### src/hdl/bpr82_pkg.sv
// Package for the bit-plane rule-82 automaton.
// Holds the generation count, the rule byte, the stage state type and the rule function.
// No dependencies.
`default_nettype none

package bpr82_pkg;

  // Number of generations, one pipeline stage each
  localparam int GENERATIONS = 2;

  // Elementary rule 82, Wolfram indexing: new cell = RULE_BITS[{left, center, right}]
  localparam logic [7:0] RULE_BITS = 8'h52;

  // Window state of one stage
  typedef enum logic [1:0] {
    ST_EMPTY,   // no byte held
    ST_CENTER,  // center held, left is the zero border
    ST_BOTH,    // left and center held
    ST_TAIL     // last byte taken, closing byte still to send
  } stage_state_t;

  // One generation on all 8 bit planes
  function automatic logic [7:0] apply_rule(input logic [7:0] l, input logic [7:0] c,
                                            input logic [7:0] r);
    logic [7:0] res;
    logic [2:0] idx;
    res = '0;
    for (int b = 0; b < 8; b++) begin
      idx = {l[b], c[b], r[b]};
      res[b] = RULE_BITS[idx];
    end
    return res;
  endfunction

endpackage

`default_nettype wire

### src/hdl/bpr82_if.sv
// Valid/ready channel interfaces for the bit-plane rule-82 automaton.
// Input frame channel, result channel and the internal stage link.
// No dependencies.
`default_nettype none

// Input frame bytes
interface bpr82_in_if;
  logic       valid;
  logic       ready;
  logic [7:0] data_byte;
  logic       frame_last;
  modport source (output valid, output data_byte, output frame_last, input ready);
  modport sink   (input valid, input data_byte, input frame_last, output ready);
endinterface

// Result bytes
interface bpr82_out_if;
  logic       valid;
  logic       ready;
  logic [7:0] result_byte;
  logic       result_last;
  modport source (output valid, output result_byte, output result_last, input ready);
  modport sink   (input valid, input result_byte, input result_last, output ready);
endinterface

// Link between generation stages
interface bpr82_byte_if;
  logic       valid;
  logic       ready;
  logic [7:0] cell_byte;
  logic       last;
  modport source (output valid, output cell_byte, output last, input ready);
  modport sink   (input valid, input cell_byte, input last, output ready);
endinterface

`default_nettype wire

### src/hdl/bpr82_stage.sv
// One generation stage: three-byte window, rule logic and an output register.
// Depends on bpr82_pkg and bpr82_byte_if.
`default_nettype none

module bpr82_stage (
  input  logic                clk,
  input  logic                rst,
  bpr82_byte_if.sink          up,
  bpr82_byte_if.source        dn
);
  import bpr82_pkg::*;

  stage_state_t state, state_next;
  logic [7:0]   left, left_next;
  logic [7:0]   center, center_next;

  logic         out_valid;
  logic [7:0]   out_byte;
  logic         out_last;

  logic         out_free;
  logic         up_take;
  logic         emit;
  logic [7:0]   emit_byte;
  logic         emit_last;

  // Output register can load when empty or being drained this cycle
  assign out_free = !out_valid || dn.ready;
  assign up.ready = (state != ST_TAIL) && out_free;
  assign up_take  = up.valid && up.ready;

  // Next window state
  always_comb begin
    state_next  = state;
    left_next   = left;
    center_next = center;
    unique case (state) inside
      ST_EMPTY: begin
        if (up_take && !up.last) begin
          left_next   = '0;
          center_next = up.cell_byte;
          state_next  = ST_CENTER;
        end
      end
      ST_CENTER, ST_BOTH: begin
        if (up_take) begin
          left_next   = center;
          center_next = up.cell_byte;
          state_next  = up.last ? ST_TAIL : ST_BOTH;
        end
      end
      ST_TAIL: begin
        if (out_free) begin
          left_next   = '0;
          center_next = '0;
          state_next  = ST_EMPTY;
        end
      end
      default: state_next = ST_EMPTY;
    endcase
  end

  // Emitted byte: one-byte frame, sliding window, or closing byte with zero border
  always_comb begin
    emit      = 1'b0;
    emit_byte = apply_rule(left, center, up.cell_byte);
    emit_last = 1'b0;
    unique case (state) inside
      ST_EMPTY: begin
        emit      = up_take && up.last;
        emit_byte = apply_rule('0, up.cell_byte, '0);
        emit_last = 1'b1;
      end
      ST_CENTER, ST_BOTH: begin
        emit = up_take;
      end
      ST_TAIL: begin
        emit      = out_free;
        emit_byte = apply_rule(left, center, '0);
        emit_last = 1'b1;
      end
      default: emit = 1'b0;
    endcase
  end

  // Window registers
  always_ff @(posedge clk) begin
    if (rst) begin
      state  <= ST_EMPTY;
      left   <= '0;
      center <= '0;
    end else begin
      state  <= state_next;
      left   <= left_next;
      center <= center_next;
    end
  end

  // Output register
  always_ff @(posedge clk) begin
    if (rst) begin
      out_valid <= 1'b0;
    end else if (emit) begin
      out_valid <= 1'b1;
    end else if (dn.ready) begin
      out_valid <= 1'b0;
    end
  end

  always_ff @(posedge clk) begin
    if (emit) begin
      out_byte <= emit_byte;
      out_last <= emit_last;
    end
  end

  assign dn.valid     = out_valid;
  assign dn.cell_byte = out_byte;
  assign dn.last      = out_last;

endmodule

`default_nettype wire

### src/hdl/bitplane_rule82_automaton.sv
// Top level of the bit-plane rule-82 automaton: a chain of generation stages.
// Depends on bpr82_pkg, the channel interfaces in bpr82_if and bpr82_stage.
//
//   channel | direction | payload                  | request
//   feed    | in        | data_byte, frame_last    | one frame byte
//   result  | out       | result_byte, result_last | one result byte
//
// One byte per cycle is taken while the chain flows. A frame of two or more bytes sends
// each stage to ST_TAIL for the closing byte of its window, where it takes no byte from
// upstream; a one-byte frame costs nothing extra.
// A result byte can leave only after the byte GENERATIONS places further on is taken or
// its frame has closed; each stage sends the closing byte of its window from ST_TAIL.
// rst is synchronous and empties every window and output register.
// A stalled result backs up through each stage's output register to feed.ready.
`default_nettype none

module bitplane_rule82_automaton (
  input  logic        clk,
  input  logic        rst,
  bpr82_in_if.sink    feed,
  bpr82_out_if.source result
);
  import bpr82_pkg::*;

  bpr82_byte_if link [GENERATIONS+1] ();

  // Feed into the first stage
  assign link[0].valid     = feed.valid;
  assign link[0].cell_byte = feed.data_byte;
  assign link[0].last      = feed.frame_last;
  assign feed.ready        = link[0].ready;

  // One stage per generation
  for (genvar g = 0; g < GENERATIONS; g++) begin : g_stage
    bpr82_stage u_stage (
      .clk (clk),
      .rst (rst),
      .up  (link[g]),
      .dn  (link[g+1])
    );
  end

  // Last stage drives the result channel
  assign result.valid         = link[GENERATIONS].valid;
  assign result.result_byte   = link[GENERATIONS].cell_byte;
  assign result.result_last   = link[GENERATIONS].last;
  assign link[GENERATIONS].ready = result.ready;

endmodule

`default_nettype wire

### src/flat_wrapper.sv
// flat-port wrapper written by rule: the top's interface ports become plain ports
module bitplane_rule82_automaton_flat import bpr82_pkg::*;
  (clk, rst, feed_valid, feed_data_byte, feed_frame_last, feed_ready, result_valid, result_result_byte, result_result_last, result_ready);
  bpr82_in_if feed_i ();
  bpr82_out_if result_i ();
  input  logic clk;
  input  logic rst;
  input wire logic [$bits(feed_i.valid)-1:0] feed_valid;
  input wire logic [$bits(feed_i.data_byte)-1:0] feed_data_byte;
  input wire logic [$bits(feed_i.frame_last)-1:0] feed_frame_last;
  output wire logic [$bits(feed_i.ready)-1:0] feed_ready;
  output wire logic [$bits(result_i.valid)-1:0] result_valid;
  output wire logic [$bits(result_i.result_byte)-1:0] result_result_byte;
  output wire logic [$bits(result_i.result_last)-1:0] result_result_last;
  input wire logic [$bits(result_i.ready)-1:0] result_ready;
  assign feed_i.valid = feed_valid;
  assign feed_i.data_byte = feed_data_byte;
  assign feed_i.frame_last = feed_frame_last;
  assign feed_ready = feed_i.ready;
  assign result_valid = result_i.valid;
  assign result_result_byte = result_i.result_byte;
  assign result_result_last = result_i.result_last;
  assign result_i.ready = result_ready;
  bitplane_rule82_automaton u_core (.clk(clk), .rst(rst), .feed(feed_i), .result(result_i));
endmodule
### config.mk
export PLATFORM = sky130hd
export DESIGN_NAME = bitplane_rule82_automaton_flat
export DESIGN_NICKNAME = d
export VERILOG_FILES = /design/src/hdl/bpr82_pkg.sv /design/src/hdl/bpr82_if.sv /design/src/hdl/bpr82_stage.sv /design/src/hdl/bitplane_rule82_automaton.sv /design/src/flat_wrapper.sv
export SDC_FILE = /design/constraint.sdc
export NUM_CORES = 1
export LEC_CHECK = 0
export ABC_CLOCK_PERIOD_IN_PS = 1870
export BUFFER_PORTS_ARGS = -buffer_cell sky130_fd_sc_hd__buf_4
export CORE_MARGIN = 2
export CORE_UTILIZATION = 40
export DETAILED_ROUTE_END_ITERATION = 10
export PLACE_DENSITY = 0.66
export SLEW_MARGIN = 10
export SYNTH_ARGS = -nofsm -noshare
export SYNTH_HDL_FRONTEND = slang
export SYNTH_SLANG_ARGS = --single-unit
### constraint.sdc
create_clock -name clk -period 1.87 [get_ports clk]
set_input_delay 0.374 -clock clk [delete_from_list [all_inputs] [get_ports clk]]
set_output_delay 0.374 -clock clk [all_outputs]
set_load 0.01 [all_outputs]
; ---- Word level (Yosys, flattened, before mapping)
; Memory sizes are Yosys's and may differ from the RTL's.
; Cells that the tools add are included.
[word_totals]
ff_bits = 56
latch_bits = 0
ram_bits = 0
mem_bits_ro = 128
in_bits = 13
output_inout_bits = 11
word_cells = 216
mem_count = 16
[mem_list]
columns = name, depth, width, read_ports, rd_clocked_by_memory_dff, wr, line
row1 = (name not given), 8, 1, 1, 0, 0, bpr82_pkg.sv:30  ; res[b] = RULE_BITS[idx];
row2 = (name not given), 8, 1, 1, 0, 0, bpr82_pkg.sv:30
row3 = (name not given), 8, 1, 1, 0, 0, bpr82_pkg.sv:30
row4 = (name not given), 8, 1, 1, 0, 0, bpr82_pkg.sv:30
row5 = (name not given), 8, 1, 1, 0, 0, bpr82_pkg.sv:30
row6 = (name not given), 8, 1, 1, 0, 0, bpr82_pkg.sv:30
row7 = 10 more memories, --, --, --, --, --, --
[classes]
add_sub_neg = 0
multipliers = 0
div = 0
n_lt_le_gt_ge = 48
eq_ne = 14
shifts = 0
n_mux = 98
bitwise = 0
n_reduce_logical = 28
[ops]
columns = cell, n
row1 = 3-bit by 4-bit less-than comparator with 1-bit output (second input constant), 32
row2 = 8-bit case mux with 3 select lines, 4
row3 = 8-bit 2-to-1 mux, 10
row4 = 2-bit by 4-bit less-than comparator with 1-bit output (second input constant), 16
row5 = 1-bit 2-to-1 mux, 56
row6 = 1-bit binary-select mux with 2-bit select, 16
row7 = 8-bit case mux with 2 select lines, 2
row8 = 2-bit inequality test (second input constant), 8
row9 = 2-bit 2-to-1 mux, 6
row10 = 2-bit case mux with 3 select lines, 2
row11 = 2-bit == test (second input constant), 4
row12 = 1-bit logical AND, 8
row13 = 4-bit AND reduction, 2
row14 = 2-bit OR reduction, 4
row15 = 1-bit case mux with 3 select lines, 2
row16 = 3-bit AND reduction, 2
row17 = 3-bit nonzero test, 2
row18 = 2-bit by 1-bit == test with 1-bit output (second input constant), 2
row19 = 1-bit zero test, 4
row20 = 2-bit zero test, 2
row21 = 2-bit nonzero test, 2
row22 = 1-bit logical OR, 2

; ---- Logic depth before layout (Yosys ltp)
[depth]
ltp_word = 9
mapped_depth = 10
depth_no_buf = 7

; ---- By module
; From an unflattened synthesis, not the netlist that was laid out.
[hier_totals]
hier_cells = 294
area_unflattened_um2 = 2697.6
[modules_own_cells]
columns = module, n_inst, cells_each, area_per_inst_um2, seq_area_each_um2
row1 = bpr82_stage, 2, 147, 1348.8, 650.6

; ---- Worst setup path before layout
; Ideal clock, no wire load.
[synth_timing]
path_kind = reg-to-reg
startpoint = reg u_core.g_stage[0].u_stage.state[0]
endpoint = reg u_core.g_stage[0].u_stage.out_byte[0] (enable)
setup_time_ns = 0.378
arrival_time_ns = 1.668
required_ns = 1.492
setup_slack_ns = -0.175
stages_incl_launch_ff = 6
n_path_buf = 1
period_less_slack_ns = 2.045
cell_sequence = dfxtp_1 > inv_1 > ha_1 > clkbuf_1 > o21ai_0 > a21oi_1
[synth_via]
elab_chain_cells = 5
word_cells_on_any_way = 10
classes_between = eq/ne: 4 / mux: 1 / reduce/logical: 5
[synth_lines]
columns = element, line
row1 = start: declaration, bpr82_stage.sv:13  ; stage_state_t state, state_next;
row2 = start signal: assignment, bpr82_stage.sv:93  ; state <= state_next;
row3 = 2-bit inequality test, bpr82_stage.sv:29  ; assign up.ready = (state != ST_TAIL) && out_free;
row4 = 1-bit logical AND, bpr82_stage.sv:29
row5 = 1-bit logical AND, bpr82_stage.sv:30  ; assign up_take = up.valid && up.ready;
row6 = 1-bit logical AND, bpr82_stage.sv:70  ; emit = up_take && up.last;
row7 = 1-bit case mux with 3 select lines (*), bpr82_stage.sv:68  ; unique case (state) inside
row8 = via u_core.g_stage[0].u_stage.emit, bpr82_stage.sv:23  ; logic emit;
row9 = end signal: assignment, bpr82_stage.sv:112  ; out_byte <= emit_byte;
row10 = end: declaration, bpr82_stage.sv:18  ; logic [7:0] out_byte;
; The timed path passes the listed nets; every way through them passes the cells marked *.
; A chain may end at the register's enable or synchronous reset.

; ---- Final worst setup path
[layout_timing]
startpoint = reg u_core.g_stage[0].u_stage.state[0]
endpoint = reg u_core.g_stage[0].u_stage.state[0]
[layout_via]
elab_chain_cells = 6
word_cells_on_any_way = 14
classes_between = eq/ne: 7 / mux: 1 / reduce/logical: 6
[layout_lines]
columns = element, line
row1 = 2-bit inequality test, bpr82_stage.sv:29
row2 = 1-bit logical AND, bpr82_stage.sv:29
row3 = 1-bit logical AND, bpr82_stage.sv:30
row4 = 1-bit logical AND, bpr82_stage.sv:39  ; if (up_take && !up.last) begin
row5 = 2-bit inequality test (no source line), --
row6 = 3-bit AND reduction (no source line), --
; Several ways; a longest one is shown, not always the timed one.

==> qor.txt <==
Share of flip-flops with an asynchronous set or reset = 0
WS Path Type = flip-flop to flip-flop
Synth area leaders = dfxtp_1 29%, edfxtp_1 21%, mux2i_1 7.2%
CTS Sinks = 56
Final setup vio count = 0
# IOs = 24
Slew @ Worst Pin = 0.402 ns
Min Tclk post-route = 1.77 ns
Routed wire per std cell = 13.4 um
Layout area overhead = 18.5%
Sw Share = 0.352
Hold Startpoint = feed_data_byte[2]
Vias = 2044
Fin crit share = 0.949
Final instance area = 3120 um^2
Post-synth top area cell = dfxtp_1
TritonCTS Buffers = 5
Synth Cell Area = 2640 um^2
First-pass iteration count of the detailed router = 4
Peak VDD IR = 0.000752 V
RR Endpoint = u_core.g_stage[0].u_stage.state[0]
Critical Path Sink = u_core.g_stage[0].u_stage.state[0]
Total track usage = 0.143
Post-Synth Simple-Gate Area = 0.185
R2R cell count = 6
Yosys warns = 0
Top cell type's share of synthesized area = 0.289
Vias per Instance = 5.20
Area of the core = 6350 um^2
Sw Pwr = 1.54 mW
CTS clock-pin slew for the worst setup and hold paths = 0.09 ns
Pre-CTS WS = 0.117 ns
Total routed wirelength = 5250 um
Setup_tns = 0 ns
Worst EP arrival = 2.01 ns
Slew HR = 0.729
Util after Layout = 0.492
Clk buf depth = 2
Post-synthesis sequential area ratio = 0.494
Sequential Power Share = 0.381
DP HPWL = 3380 um
Die span in x = 85.2 um
Main synth FF type = dfxtp_1
Internal power = 2.85 mW
Iter 0 DRT Violations = 122
R2R Setup Slk = 0.1 ns
Fin. max-slew vios = 0
Worst-skew pair later-pin latency = 0.31 ns
Die area = 7260 um^2
Antenna violations before repair = 0
Initial Utilization = 0.415
Xor and xnor fraction of the mapped netlist area = 0
Fill count = 598
FP Rows = 29
Distinct cells, synth = 34
Synth Area in Adders = 0.0237
Max Cap Viol = 0
Syn avg cell area = 9.25 um^2
Setup crit end kind = flip-flop
Syn Inst Count = 285
F_max = 564 MHz
H-tree depth = 2
Final hold vios = 0
Clk_skew = 0.00887 ns
CP Max Fanout = 4
Placer Congestion = 0.772
Clock share of power = 0.144
Worst Path Required = 2.11 ns
Compound-Gate Fraction of Synth Area = 0.186
Root Buffer = clkbuf_8
Status = complete, no violations
Die Height = 85.2 um
TritonCTS clock tree = built
Port buffer count = 23
Pleak = 1.19 nW
Vias in the first global route = 1835
# diodes = 0
Largest family of logic cells by synthesized area = compound AO/OA/AOI/OAI gates
Mux contribution to synthesized area = 0.0721
Setup WS post-layout = 0.0956 ns
Grt total ovfl = 0
Net count, final = 333
Detail Route Antenna Nets = 0
RSZ-0062 raised after global routing = yes
Pwr Density = 1400 nW/um^2
First-pass GRT wire length = 8480 um
RR Startpoint = u_core.g_stage[0].u_stage.state[0]
Largest net degree at the start of global routing = 40
Yosys reg bits = 56
Post-DP Area = 2950 um^2
Combinational power share = 0.475
Syn_nets = 303
Layout cells sized above 1 = 0.177
Hold Path Class = primary input to flip-flop
Number of cells on the worst hold path = 3
Post-synth EDFFs = 18
Critical path startpoint category = flip-flop
DRC viols = 0
Crit path from = u_core.g_stage[0].u_stage.state[0]
sequential cells by signal, summed over array words and instances (netlist names):
name / count
u_core.g_stage.u_stage.dn.valid: 2
u_core.g_stage.u_stage.dn.last: 2
u_core.g_stage.u_stage.center: 16
u_core.g_stage.u_stage.left: 16
u_core.g_stage.u_stage.dn.cell_byte: 16
u_core.g_stage.u_stage.state: 4
cells in the mapped netlist (all sizes together) (7+ instances only):
cell and number:
o21ai 43, nand3 10, nand3b 7, edfxtp 18
nor2b 9, mux2i 19, clkbuf 11, dfxtp 38
inv 7, and2 8, nand2 13, o31ai 8
nand4 8, nor2 39, a21oi 24
per-layer routing:
layer	up-vias	global-route usage	wire, um
li1	1067	-	-
met1	939	0.186	2550
met2	31	0.241	2490
met3	7	0.0321	158
met4	0	0.0390	49
met5	-	0	0
cells in the final DEF (no fill, tap or decap), types with 2 or more instances in the layout:
master / count
buf_4: 35
nor2b_1: 9
nand2_1: 13
nand4_1: 8
nand3b_1: 7
o21ai_1: 6
clkbuf_8: 5
dfxtp_1: 38
a21oi_1: 23
nand3_1: 10
and2_1: 8
mux2i_1: 19
o21ai_0: 36
o31ai_1: 8
edfxtp_1: 18
ha_1: 3
inv_1: 7
nor2_1: 37
clkbuf_16: 2
clkbuf_1: 2
power groups by stage:
stage	logic, mW	clock network (mW)	registers [mW]
floorplan	1.20	0	1.68
global placement	1.67	0	1.69
detailed placement	1.69	0	1.70
CTS	1.70	0.657	1.67
global route	2.27	0.706	1.70
finish	2.08	0.631	1.67
final cells by class:
type,instances,area (um^2),area share
sequential,56,1300,0.416
multi-input combinational,204,1260,0.404
timing repair buffer,39,344,0.110
tap,77,96.3,0.0308
clock buffer,7,76.3,0.0244
inverter,9,37.5,0.0120
clock inverter,1,5.00,0.00160
kinds of logic after synthesis:
family	after synthesis
AO/OA/AOI/OAI	82
multiplexers	19
buffers and inverters	25
AND/OR/NAND/NOR	98
flip-flops	56
adder cells (fa/ha/maj)	5
worst min-delay path by stage:
stage | end | slack, ns
3_5_place_dp | u_core.g_stage[0].u_stage.left[1] | 0.47
5_1_grt | u_core.g_stage[0].u_stage.center[0] | 0.36
4_1_cts | u_core.g_stage[0].u_stage.center[2] | 0.35
2_1_floorplan | u_core.g_stage[0].u_stage.left[0] | 0.46
6_report | u_core.g_stage[0].u_stage.center[2] | 0.36
3_3_place_gp | u_core.g_stage[0].u_stage.left[3] | 0.46
through the flow:
step	hold WS, ns	cells	power [mW]
after floorplan	0.456	285	2.88
after CTS	0.348	390	4.02
after detailed placement	0.472	382	3.39
after global placement	0.463	382	3.36
after global routing	0.363	393	4.68
final	0.358	393	4.39
worst max-delay path, stage by stage (launching register included):
cell     delay (ns)
dfxtp_1        0.39
inv_1          0.06
ha_1           0.33
nor2_1         0.23
a22oi_4        0.07
or4_1          0.47
a21oi_1        0.16
repair_timing:
action | 4_1_cts | 5_1_grt
setup endpoints to repair | 0 | 23
gates resized for setup | 0 | 7
buffers inserted | 0 | 1
hold buffers | 0 | 0
(Power assumes the default switching activity.)
